<file path="src/hw/rtl/sckl_pkg.sv">
// shared types, constants and helpers for the substitution cipher core
// no dependencies; imported by every module of the block
`default_nettype none

package sckl_pkg;

    localparam int ALPHABET_SIZE = 33;
    localparam int COUNT_WIDTH   = 16;
    localparam int CP_W          = 21;
    localparam int OFF_W         = $clog2(ALPHABET_SIZE);
    localparam int POS_W         = $clog2(ALPHABET_SIZE + 1);
    localparam int STATUS_W      = 3;
    localparam int CFG_IDX_W     = 1;
    localparam int CFG_DATA_W    = CP_W;

    localparam logic [POS_W-1:0] SPECIAL_POS  = POS_W'(6);
    localparam logic [OFF_W-1:0] SPECIAL_SLOT = OFF_W'(ALPHABET_SIZE - 1);
    localparam logic [POS_W-1:0] LOAD_DONE    = POS_W'(ALPHABET_SIZE);
    localparam logic [CP_W-1:0]  BASE_RESET   = CP_W'(1072);
    localparam logic [COUNT_WIDTH-1:0] KEPT_MAX = {COUNT_WIDTH{1'b1}};

    // configuration register indexes
    localparam logic [CFG_IDX_W-1:0] CFG_INVERSE = 1'd0;
    localparam logic [CFG_IDX_W-1:0] CFG_BASE    = 1'd1;

    // result status codes
    localparam logic [STATUS_W-1:0] ST_OK        = 3'd0;
    localparam logic [STATUS_W-1:0] ST_KEY_DONE  = 3'd1;
    localparam logic [STATUS_W-1:0] ST_KEY_RANGE = 3'd2;
    localparam logic [STATUS_W-1:0] ST_KEY_DUP   = 3'd3;
    localparam logic [STATUS_W-1:0] ST_IGNORED   = 3'd4;
    localparam logic [STATUS_W-1:0] ST_DROPPED   = 3'd5;
    localparam logic [STATUS_W-1:0] ST_NO_KEY    = 3'd6;

    typedef struct packed {
        logic            kind;
        logic            first;
        logic            last;
        logic [CP_W-1:0] code_point;
    } t_in_item;

    typedef struct packed {
        logic [STATUS_W-1:0]    status;
        logic [CP_W-1:0]        out_code_point;
        logic [COUNT_WIDTH-1:0] kept_count;
        logic                   message_end;
    } t_out_item;

    // result of the table step, before the final add
    typedef struct packed {
        logic [STATUS_W-1:0]    status;
        logic [COUNT_WIDTH-1:0] kept;
        logic                   message_end;
        logic                   hit;
    } t_mid_item;

    typedef struct packed {
        logic             en;
        logic [OFF_W-1:0] addr;
        logic [OFF_W-1:0] data;
    } t_tbl_wr;

    typedef struct packed {
        logic             en;
        logic [OFF_W-1:0] addr;
    } t_tbl_rd;

    // load position to table slot: position 6 goes to the last slot
    function automatic logic [OFF_W-1:0] slot_of(input logic [POS_W-1:0] pos);
        logic [OFF_W-1:0] slot;
        if (pos == SPECIAL_POS) begin
            slot = SPECIAL_SLOT;
        end else if (pos > SPECIAL_POS) begin
            slot = OFF_W'(pos - POS_W'(1));
        end else begin
            slot = OFF_W'(pos);
        end
        return slot;
    endfunction

endpackage

`default_nettype wire

</file>
<file path="src/hw/rtl/sckl_key_mem.sv">
// key table storage: one write port, one registered read port
// depends on sckl_pkg
`default_nettype none

module sckl_key_mem (
    input  wire                      i_clk,
    input  sckl_pkg::t_tbl_wr        i_wr,
    input  sckl_pkg::t_tbl_rd        i_rd,
    output logic [sckl_pkg::OFF_W-1:0] o_rd_data
);
    import sckl_pkg::*;

    logic [OFF_W-1:0] r_mem [ALPHABET_SIZE];
    logic [OFF_W-1:0] r_rd_data;

    always_ff @(posedge i_clk) begin
        if (i_wr.en) begin
            r_mem[i_wr.addr] <= i_wr.data;
        end
    end

    always_ff @(posedge i_clk) begin
        if (i_rd.en) begin
            r_rd_data <= r_mem[i_rd.addr];
        end
    end

    assign o_rd_data = r_rd_data;

endmodule

`default_nettype wire

</file>
<file path="src/hw/rtl/sckl_step.sv">
// per-symbol step: key load state, range and duplicate checks, kept count
// depends on sckl_pkg and sckl_key_mem
`default_nettype none

module sckl_step (
    input  wire                        i_clk,
    input  wire                        i_rst_n,
    input  wire                        i_adv,
    input  sckl_pkg::t_in_item         i_item,
    input  wire                        i_inverse,
    input  wire [sckl_pkg::CP_W-1:0]   i_base,
    output sckl_pkg::t_mid_item        o_mid,
    output logic [sckl_pkg::OFF_W-1:0] o_rd_data
);
    import sckl_pkg::*;

    logic [ALPHABET_SIZE-1:0] r_seen,   n_seen;
    logic [POS_W-1:0]         r_pos,    n_pos;
    logic                     r_valid,  n_valid;
    logic                     r_failed, n_failed;
    logic                     r_inv,    n_inv;
    logic [COUNT_WIDTH-1:0]   r_kept,   n_kept;
    t_mid_item                r_mid,    n_mid;

    logic [CP_W:0]    diff;
    logic             in_range;
    logic [OFF_W-1:0] off;
    logic [OFF_W-1:0] slot;
    t_tbl_wr          tbl_wr;
    t_tbl_rd          tbl_rd;

    // offset inside the alphabet, borrow bit flags code points below base
    assign diff     = {1'b0, i_item.code_point} - {1'b0, i_base};
    assign in_range = !diff[CP_W] && (diff[CP_W-1:0] < CP_W'(ALPHABET_SIZE));
    assign off      = diff[OFF_W-1:0];

    always_comb begin
        n_seen   = r_seen;
        n_pos    = r_pos;
        n_valid  = r_valid;
        n_failed = r_failed;
        n_inv    = r_inv;
        n_kept   = r_kept;
        n_mid    = '0;
        tbl_wr   = '0;
        tbl_rd   = '0;
        slot     = '0;
        if (!i_item.kind) begin
            n_mid.kept = r_kept;
            if (i_item.first) begin
                n_seen   = '0;
                n_pos    = '0;
                n_valid  = 1'b0;
                n_failed = 1'b0;
            end
            if (!i_item.first && (r_failed || (r_pos >= LOAD_DONE))) begin
                n_mid.status = ST_IGNORED;
            end else begin
                if (n_pos == '0) begin
                    n_inv = i_inverse;
                end
                n_valid = 1'b0;
                if (!in_range) begin
                    n_failed     = 1'b1;
                    n_mid.status = ST_KEY_RANGE;
                end else if (n_seen[off]) begin
                    n_failed     = 1'b1;
                    n_mid.status = ST_KEY_DUP;
                end else begin
                    // slot of the current load position, before it moves on
                    slot        = slot_of(n_pos);
                    n_seen[off] = 1'b1;
                    tbl_wr.en   = 1'b1;
                    tbl_wr.addr = n_inv ? off : slot;
                    tbl_wr.data = n_inv ? slot : off;
                    n_pos       = n_pos + POS_W'(1);
                    if (n_pos == LOAD_DONE) begin
                        n_valid      = 1'b1;
                        n_mid.status = ST_KEY_DONE;
                    end else begin
                        n_mid.status = ST_OK;
                    end
                end
            end
        end else begin
            if (!r_valid) begin
                n_mid.status = ST_NO_KEY;
            end else if (in_range) begin
                n_mid.status = ST_OK;
                n_mid.hit    = 1'b1;
                tbl_rd.en    = 1'b1;
                tbl_rd.addr  = off;
                if (r_kept != KEPT_MAX) begin
                    n_kept = r_kept + COUNT_WIDTH'(1);
                end
            end else begin
                n_mid.status = ST_DROPPED;
            end
            n_mid.kept        = n_kept;
            n_mid.message_end = i_item.last;
            if (i_item.last) begin
                n_kept = '0;
            end
        end
        if (!i_adv) begin
            tbl_wr.en = 1'b0;
            tbl_rd.en = 1'b0;
        end
    end

    always_ff @(posedge i_clk) begin
        if (!i_rst_n) begin
            r_seen   <= '0;
            r_pos    <= '0;
            r_valid  <= 1'b0;
            r_failed <= 1'b0;
            r_inv    <= 1'b0;
            r_kept   <= '0;
        end else if (i_adv) begin
            r_seen   <= n_seen;
            r_pos    <= n_pos;
            r_valid  <= n_valid;
            r_failed <= n_failed;
            r_inv    <= n_inv;
            r_kept   <= n_kept;
        end
    end

    always_ff @(posedge i_clk) begin
        if (i_adv) begin
            r_mid <= n_mid;
        end
    end

    sckl_key_mem u_key_mem (
        .i_clk     (i_clk),
        .i_wr      (tbl_wr),
        .i_rd      (tbl_rd),
        .o_rd_data (o_rd_data)
    );

    assign o_mid = r_mid;

endmodule

`default_nettype wire

</file>
<file path="src/hw/rtl/substitution_cipher_with_key_load_core.sv">
// top level of the substitution cipher core: input register, key step, result register
// depends on sckl_pkg, sckl_step and sckl_key_mem
`default_nettype none

// Substitution over a 33-symbol alphabet starting at a programmable base code point.
// Key symbols (kind 0) stream in one per transfer, a transfer with first set starting a
// new load; data symbols (kind 1) inside the alphabet come back substituted once a key
// is loaded, others are dropped. Every input transfer gives exactly one result transfer.
// The core is a three-stage pipeline (input register, table step with its registered key
// memory read, result register with the base add) and takes one transfer per cycle unless
// the input is stalled; an item moves from the input register through the table step to
// the result register. Up to three items are in flight; the input stalls only when all
// three stages are full and the result is stalled. The single key memory write and read
// port in the table step sets that rate. Configuration writes are meant for idle periods.
module substitution_cipher_with_key_load_core (
    input  wire                             i_clk,
    input  wire                             i_rst_n,
    // configuration
    input  wire                             i_cfg_we,
    input  wire [sckl_pkg::CFG_IDX_W-1:0]   i_cfg_idx,
    input  wire [sckl_pkg::CFG_DATA_W-1:0]  i_cfg_wdata,
    // input channel
    input  wire                             i_in_valid,
    output logic                            o_in_stall,
    input  sckl_pkg::t_in_item              i_in_item,
    // result channel
    output logic                            o_out_valid,
    input  wire                             i_out_stall,
    output sckl_pkg::t_out_item             o_out_item
);
    import sckl_pkg::*;

    // configuration registers
    logic            r_inverse;
    logic [CP_W-1:0] r_base;

    // pipeline stage valids and payloads
    logic         r_a_valid;
    t_in_item     r_a_item;
    logic         r_b_valid;
    logic         r_c_valid;
    t_out_item    r_c_item;
    t_out_item    n_c_item;

    logic             a_ready;
    logic             b_ready;
    logic             c_ready;
    logic             in_xfer;
    logic             a_adv;
    logic             b_adv;
    t_mid_item        mid;
    logic [OFF_W-1:0] rd_data;

    always_ff @(posedge i_clk) begin
        if (!i_rst_n) begin
            r_inverse <= 1'b0;
            r_base    <= BASE_RESET;
        end else if (i_cfg_we) begin
            case (i_cfg_idx)
                CFG_INVERSE: begin
                    r_inverse <= i_cfg_wdata[0];
                end
                CFG_BASE: begin
                    r_base <= i_cfg_wdata[CP_W-1:0];
                end
                default: begin
                    r_base <= r_base;
                end
            endcase
        end
    end

    // a stage can take new work when empty or when its content moves on
    assign c_ready    = !r_c_valid || !i_out_stall;
    assign b_ready    = !r_b_valid || c_ready;
    assign a_ready    = !r_a_valid || b_ready;
    assign o_in_stall = !a_ready;
    assign in_xfer    = i_in_valid && a_ready;
    assign a_adv      = r_a_valid && b_ready;
    assign b_adv      = r_b_valid && c_ready;

    always_ff @(posedge i_clk) begin
        if (!i_rst_n) begin
            r_a_valid <= 1'b0;
            r_b_valid <= 1'b0;
            r_c_valid <= 1'b0;
        end else begin
            if (a_ready) begin
                r_a_valid <= i_in_valid;
            end
            if (b_ready) begin
                r_b_valid <= r_a_valid;
            end
            if (c_ready) begin
                r_c_valid <= r_b_valid;
            end
        end
    end

    // input register
    always_ff @(posedge i_clk) begin
        if (in_xfer) begin
            r_a_item <= i_in_item;
        end
    end

    // key load and lookup, state updated as an item leaves the input register
    sckl_step u_step (
        .i_clk     (i_clk),
        .i_rst_n   (i_rst_n),
        .i_adv     (a_adv),
        .i_item    (r_a_item),
        .i_inverse (r_inverse),
        .i_base    (r_base),
        .o_mid     (mid),
        .o_rd_data (rd_data)
    );

    // result: substituted code point only on a data hit, wrapped to code point width
    always_comb begin
        n_c_item.status         = mid.status;
        n_c_item.kept_count     = mid.kept;
        n_c_item.message_end    = mid.message_end;
        n_c_item.out_code_point = mid.hit ? (r_base + CP_W'(rd_data)) : '0;
    end

    always_ff @(posedge i_clk) begin
        if (b_adv) begin
            r_c_item <= n_c_item;
        end
    end

    assign o_out_valid = r_c_valid;
    assign o_out_item  = r_c_item;

    // no result right after reset
    a_reset_empty: assert property (@(posedge i_clk) !i_rst_n |=> !o_out_valid)
        else $error("result valid right after reset");

    // the core only stalls its input when the input register holds an item
    a_stall_full: assert property (@(posedge i_clk) disable iff (!i_rst_n)
        o_in_stall |-> r_a_valid)
        else $error("input stalled with empty input register");

    // status codes stay within the defined set
    a_status_range: assert property (@(posedge i_clk) disable iff (!i_rst_n)
        o_out_valid |-> (o_out_item.status <= ST_NO_KEY))
        else $error("undefined status code");

    // only a successful data lookup carries a code point
    a_cp_zero: assert property (@(posedge i_clk) disable iff (!i_rst_n)
        o_out_valid && (o_out_item.status != ST_OK) |-> (o_out_item.out_code_point == '0))
        else $error("code point on a non-substituted result");

    // key results never mark a message end
    a_key_no_end: assert property (@(posedge i_clk) disable iff (!i_rst_n)
        o_out_valid && ((o_out_item.status == ST_KEY_DONE) ||
                        (o_out_item.status == ST_KEY_RANGE) ||
                        (o_out_item.status == ST_KEY_DUP) ||
                        (o_out_item.status == ST_IGNORED)) |-> !o_out_item.message_end)
        else $error("message end on a key result");

endmodule

`default_nettype wire
</file>
<file path="config.mk">
export PLATFORM = sky130hd
export DESIGN_NAME = substitution_cipher_with_key_load_core
export DESIGN_NICKNAME = d
export VERILOG_FILES = /design/src/hw/rtl/sckl_pkg.sv /design/src/hw/rtl/sckl_key_mem.sv /design/src/hw/rtl/sckl_step.sv /design/src/hw/rtl/substitution_cipher_with_key_load_core.sv
export SDC_FILE = /design/constraint.sdc
export NUM_CORES = 1
export LEC_CHECK = 0
export ABC_AREA = 1
export BUFFER_PORTS_ARGS = -buffer_cell sky130_fd_sc_hd__clkbuf_2
export CAP_MARGIN = 25
export CORE_ASPECT_RATIO = 1.1
export CORE_MARGIN = 1.5
export CORE_UTILIZATION = 60
export DETAILED_ROUTE_END_ITERATION = 8
export GPL_ROUTABILITY_DRIVEN = 0
export HOLD_SLACK_MARGIN = 0.1
export PLACE_DENSITY = 0.79
export SLEW_MARGIN = 20
export SYNTH_ARGS = -nofsm -noshare
export SYNTH_HDL_FRONTEND = slang
export SYNTH_SLANG_ARGS = --single-unit
</file>
<file path="constraint.sdc">
create_clock -name i_clk -period 7 [get_ports i_clk]
set_input_delay 1.05 -clock i_clk [delete_from_list [all_inputs] [get_ports i_clk]]
set_output_delay 1.05 -clock i_clk [all_outputs]
set_load 0.01 [all_outputs]
</file>
==> flow_summary.ini <==
[status]
outcome = finished clean

[sta]
finalClockSkew_ps = 21.5
period_needed_ps = 5310
fmax_mhz = 188
setup_viol = 0
worst_pin_slew_ps = 1080
slew_violations = 0
relSlewSlack = 0.279
period_share = 0.759
rsz0062_at_grt = false
worst_slack_ps = 1690
finalSetupTns_ps = 0
hold_ws_ps = 418
hold_violations = 0

[logic_synthesis]
synth_compound_area_frac = 0.0686
avgSynthCellArea_um2 = 8.82
synthMuxAreaShare = 0
async_flop_share = 0
ys_seq_elements = 373
synth_top_family_by_area = simple AND/OR/NAND/NOR gates
ys_types = 47
synth_area_mm2 = 0.0183
synth_edf_count = 290
synthDominantCellAreaShare = 0.476
synth_xor_area_frac = 0.00957
synth_area_leaders = edfxtp_1 48%, nand2_1 10%, dfxtp_1 9.1%
synth_top_area_cell = edfxtp_1
yosysWarningCount = 0
synth_fa_ha_area_frac = 0.0241
yosys.area_share.simple = 0.250
synthCells = 2076
mappedNetlistNets = 2161
synth_ff_type = edfxtp_1
ys_seq_area_frac = 0.567

[worst_setup_path]
reg2reg_from = r_a_item[0]$_DFFE_PP_
critPathLaunch = r_a_item[0]$_DFFE_PP_
crit_path_start_kind = register
reg2reg_depth = 20
path_depth = 20
cp_num_buf_inv = 5
r2r_setup_slack_ps = 1690
cp_common_cell = nand2_1
slowest_delay_ps = 820
crit_family = simple AND/OR/NAND/NOR gates
cp.arrival_ps = 5470
slowest_stage = fa_1
cp_max_fo = 12
r2r-end = u_step.u_key_mem.r_mem[11][1]$_DFFE_PP_
worstSetupPathType = register to register
end_kind = register
crit_end = u_step.u_key_mem.r_mem[11][1]$_DFFE_PP_
cp_cell_sequence = inv_1 > ha_1 > inv_1 > fa_1 > inv_2 > nor3_1 > inv_1 > o22ai_1 > nor3_1 > nand4_1 > nand3_1 > nand2_1 > nand2_1 > nand2_1 > nor3_4 > nand2_1 > inv_2 > nand2_1 > nand4_2 > nor2_1
crit_required_ps = 7150

[power]
powerDensity_mw_per_mm2 = 235
p_leak_nw = 8.45
ir_drop_mv = 0.212

[floorplanning]
fp.dieH_um = 186
rows = 66
initial_core_util = 0.614
die_w_um = 170
core_mm2 = 0.0298
dieArea_mm2 = 0.0316
io_pins = 94

[global_route]
antenna_found_initial = 0
grt_pass1_wl_um = 68000
grt_overflow = 0
grt_pass1_vias = 13700
grt_max_degree = 60
grt.total_usage = 0.274

[clock_network]
htreeDepth = 2
hold_buffers = 0
clockBufferDepth = 3
cts_setup_buffers = 0
cts_tree = yes
clock_sinks = 373
clkLatencyLatePin_ps = 530
numCtsBuffers = 37
cts_resized = 0
clkSlewWorstSetupHoldPaths_ps = 60
root_buffer = clkbuf_16

[detailed_routing]
drcViolationCount = 0
wirelength_um = 43100
ant_nets = 0
wire_per_inst_um = 16.6
drtPass1Iterations = 8
initialDrtViolationCount = 1682
vias = 14700
vias_per_cell = 5.67

[final_layout]
antenna_cells = 0
finalNetCount = 2247
drive_above_1_share = 0.101
fillers = 2240
fin_cells = 2599
final_cell_mix = 489 x nand2_1, 295 x inv_1, 290 x edfxtp_1
area_growth_pct = 11.9
final_common_cell = nand2_1

[placement]
hpwlAfterDp_um = 28800
place_inst = 2527
pre_cts_slack_ps = 1920
io_buffers = 93

[hold_path]
min_path_type = register to register

[flow_run]
cap_violations = 0
==> stage by stage <==
| stage | area, um2 | power, mW | util |
|---|---|---|---|
| after global placement | 19200 | 2.81 | 0.643 |
| after CTS | 20400 | 4.83 | 0.686 |
| after global routing | 20500 | 4.97 | 0.687 |
| after detailed placement | 19200 | 2.83 | 0.645 |
| after floorplan | 18300 | 2.71 | - |
| final | 20500 | 4.81 | 0.687 |
==> how the worst min path moves through the flow <==
stage,cells past startpoint,startpoint,slack (ps),to
CTS,0,u_step.o_mid[14]$_DFFE_PP_,420,o_out_item[13]$_DFFE_PP_
global route,0,u_step.o_mid[14]$_DFFE_PP_,420,o_out_item[13]$_DFFE_PP_
finish,0,u_step.o_mid[6]$_DFFE_PP_,420,o_out_item[5]$_DFFE_PP_
detailed placement,0,u_step.o_mid[14]$_DFFE_PP_,400,o_out_item[13]$_DFFE_PP_
floorplan,0,u_step.o_mid[1]$_SDFFCE_PN0P_,400,o_out_item[0]$_DFFE_PP_
global placement,0,u_step.o_mid[12]$_DFFE_PP_,400,o_out_item[11]$_DFFE_PP_
==> flip-flops by register name (all words and copies together), names as in the netlist, 6 cells and up <==
register,cells
o_out_item,41
r_a_item,24
r_base,21
u_step.o_mid,21
u_step.r_kept,16
u_step.r_pos,6
u_step.r_seen,33
u_step.u_key_mem.o_rd_data,6
u_step.u_key_mem.r_mem,198
==> power by group <==
part	internal [mW]	leakage, nW	switching, mW
Clock	1.20	0.599	0.819
Sequential	2.40	3.04	0.0157
Combinational	0.110	4.81	0.273
Total	3.71	8.45	1.11
==> worst register-to-register path, stage by stage, from the launching register on <==
cell and delay, ps:
edfxtp_1 370, inv_1 70, ha_1 150, inv_1 70, fa_1 820, inv_2 200, nor3_1 470, inv_1 200
o22ai_1 200, nor3_1 80, nand4_1 80, nand3_1 100, nand2_1 80, nand2_1 60, nand2_1 150, nor3_4 70
nand2_1 670, inv_2 110, nand2_1 200, nand4_2 280, nor2_1 520
==> layout make-up <==
cell class                      count  area (um2)  share of cell area
Clock buffer                       46        1000              0.0489
Clock inverter                     22         228              0.0111
Inverter                          315        1180              0.0577
Multi-Input combinational cell   1322        6530               0.319
Sequential cell                   373       10400               0.506
Tap cell                          408         510              0.0249
Timing Repair Buffer              113         663              0.0324
==> routing by layer <==
layer | global-route usage | routed length, um
met1 | 0.347 | 17200
met2 | 0.471 | 20400
met3 | 0.0398 | 3730
met4 | 0.120 | 1690
met5 | 0 | 0
==> synthesized netlist by cell type (6+ instances only) <==
library cell and instances:
nand2_1 489, inv_1 295, edfxtp_1 290, nand3_1 263, nor2_1 180, a21oi_1 119
dfxtp_1 83, o21ai_0 75, clkbuf_1 38, nor3_1 33, ha_1 32, nand4_1 20
xor2_1 18, buf_2 17, inv_2 16, a211oi_1 7, nor4_1 7, o2111ai_1 7
o21ai_1 7, o22ai_1 7, or2_2 7, nand3b_1 6, nor2_2 6, o211ai_1 6
==> logic make-up (layout without fill, tap and decap cells) <==
logic type / count (synthesis) / count (layout)
and+or+nand+nor: 1034 / 1034
buffers and inverters: 381 / 496
DFF: 373 / 373
AOI/OAI and AO/OA: 234 / 234
adders and majority gates: 34 / 34
xor gates and xnor gates: 20 / 20
Power figures use the tool's default switching activity.
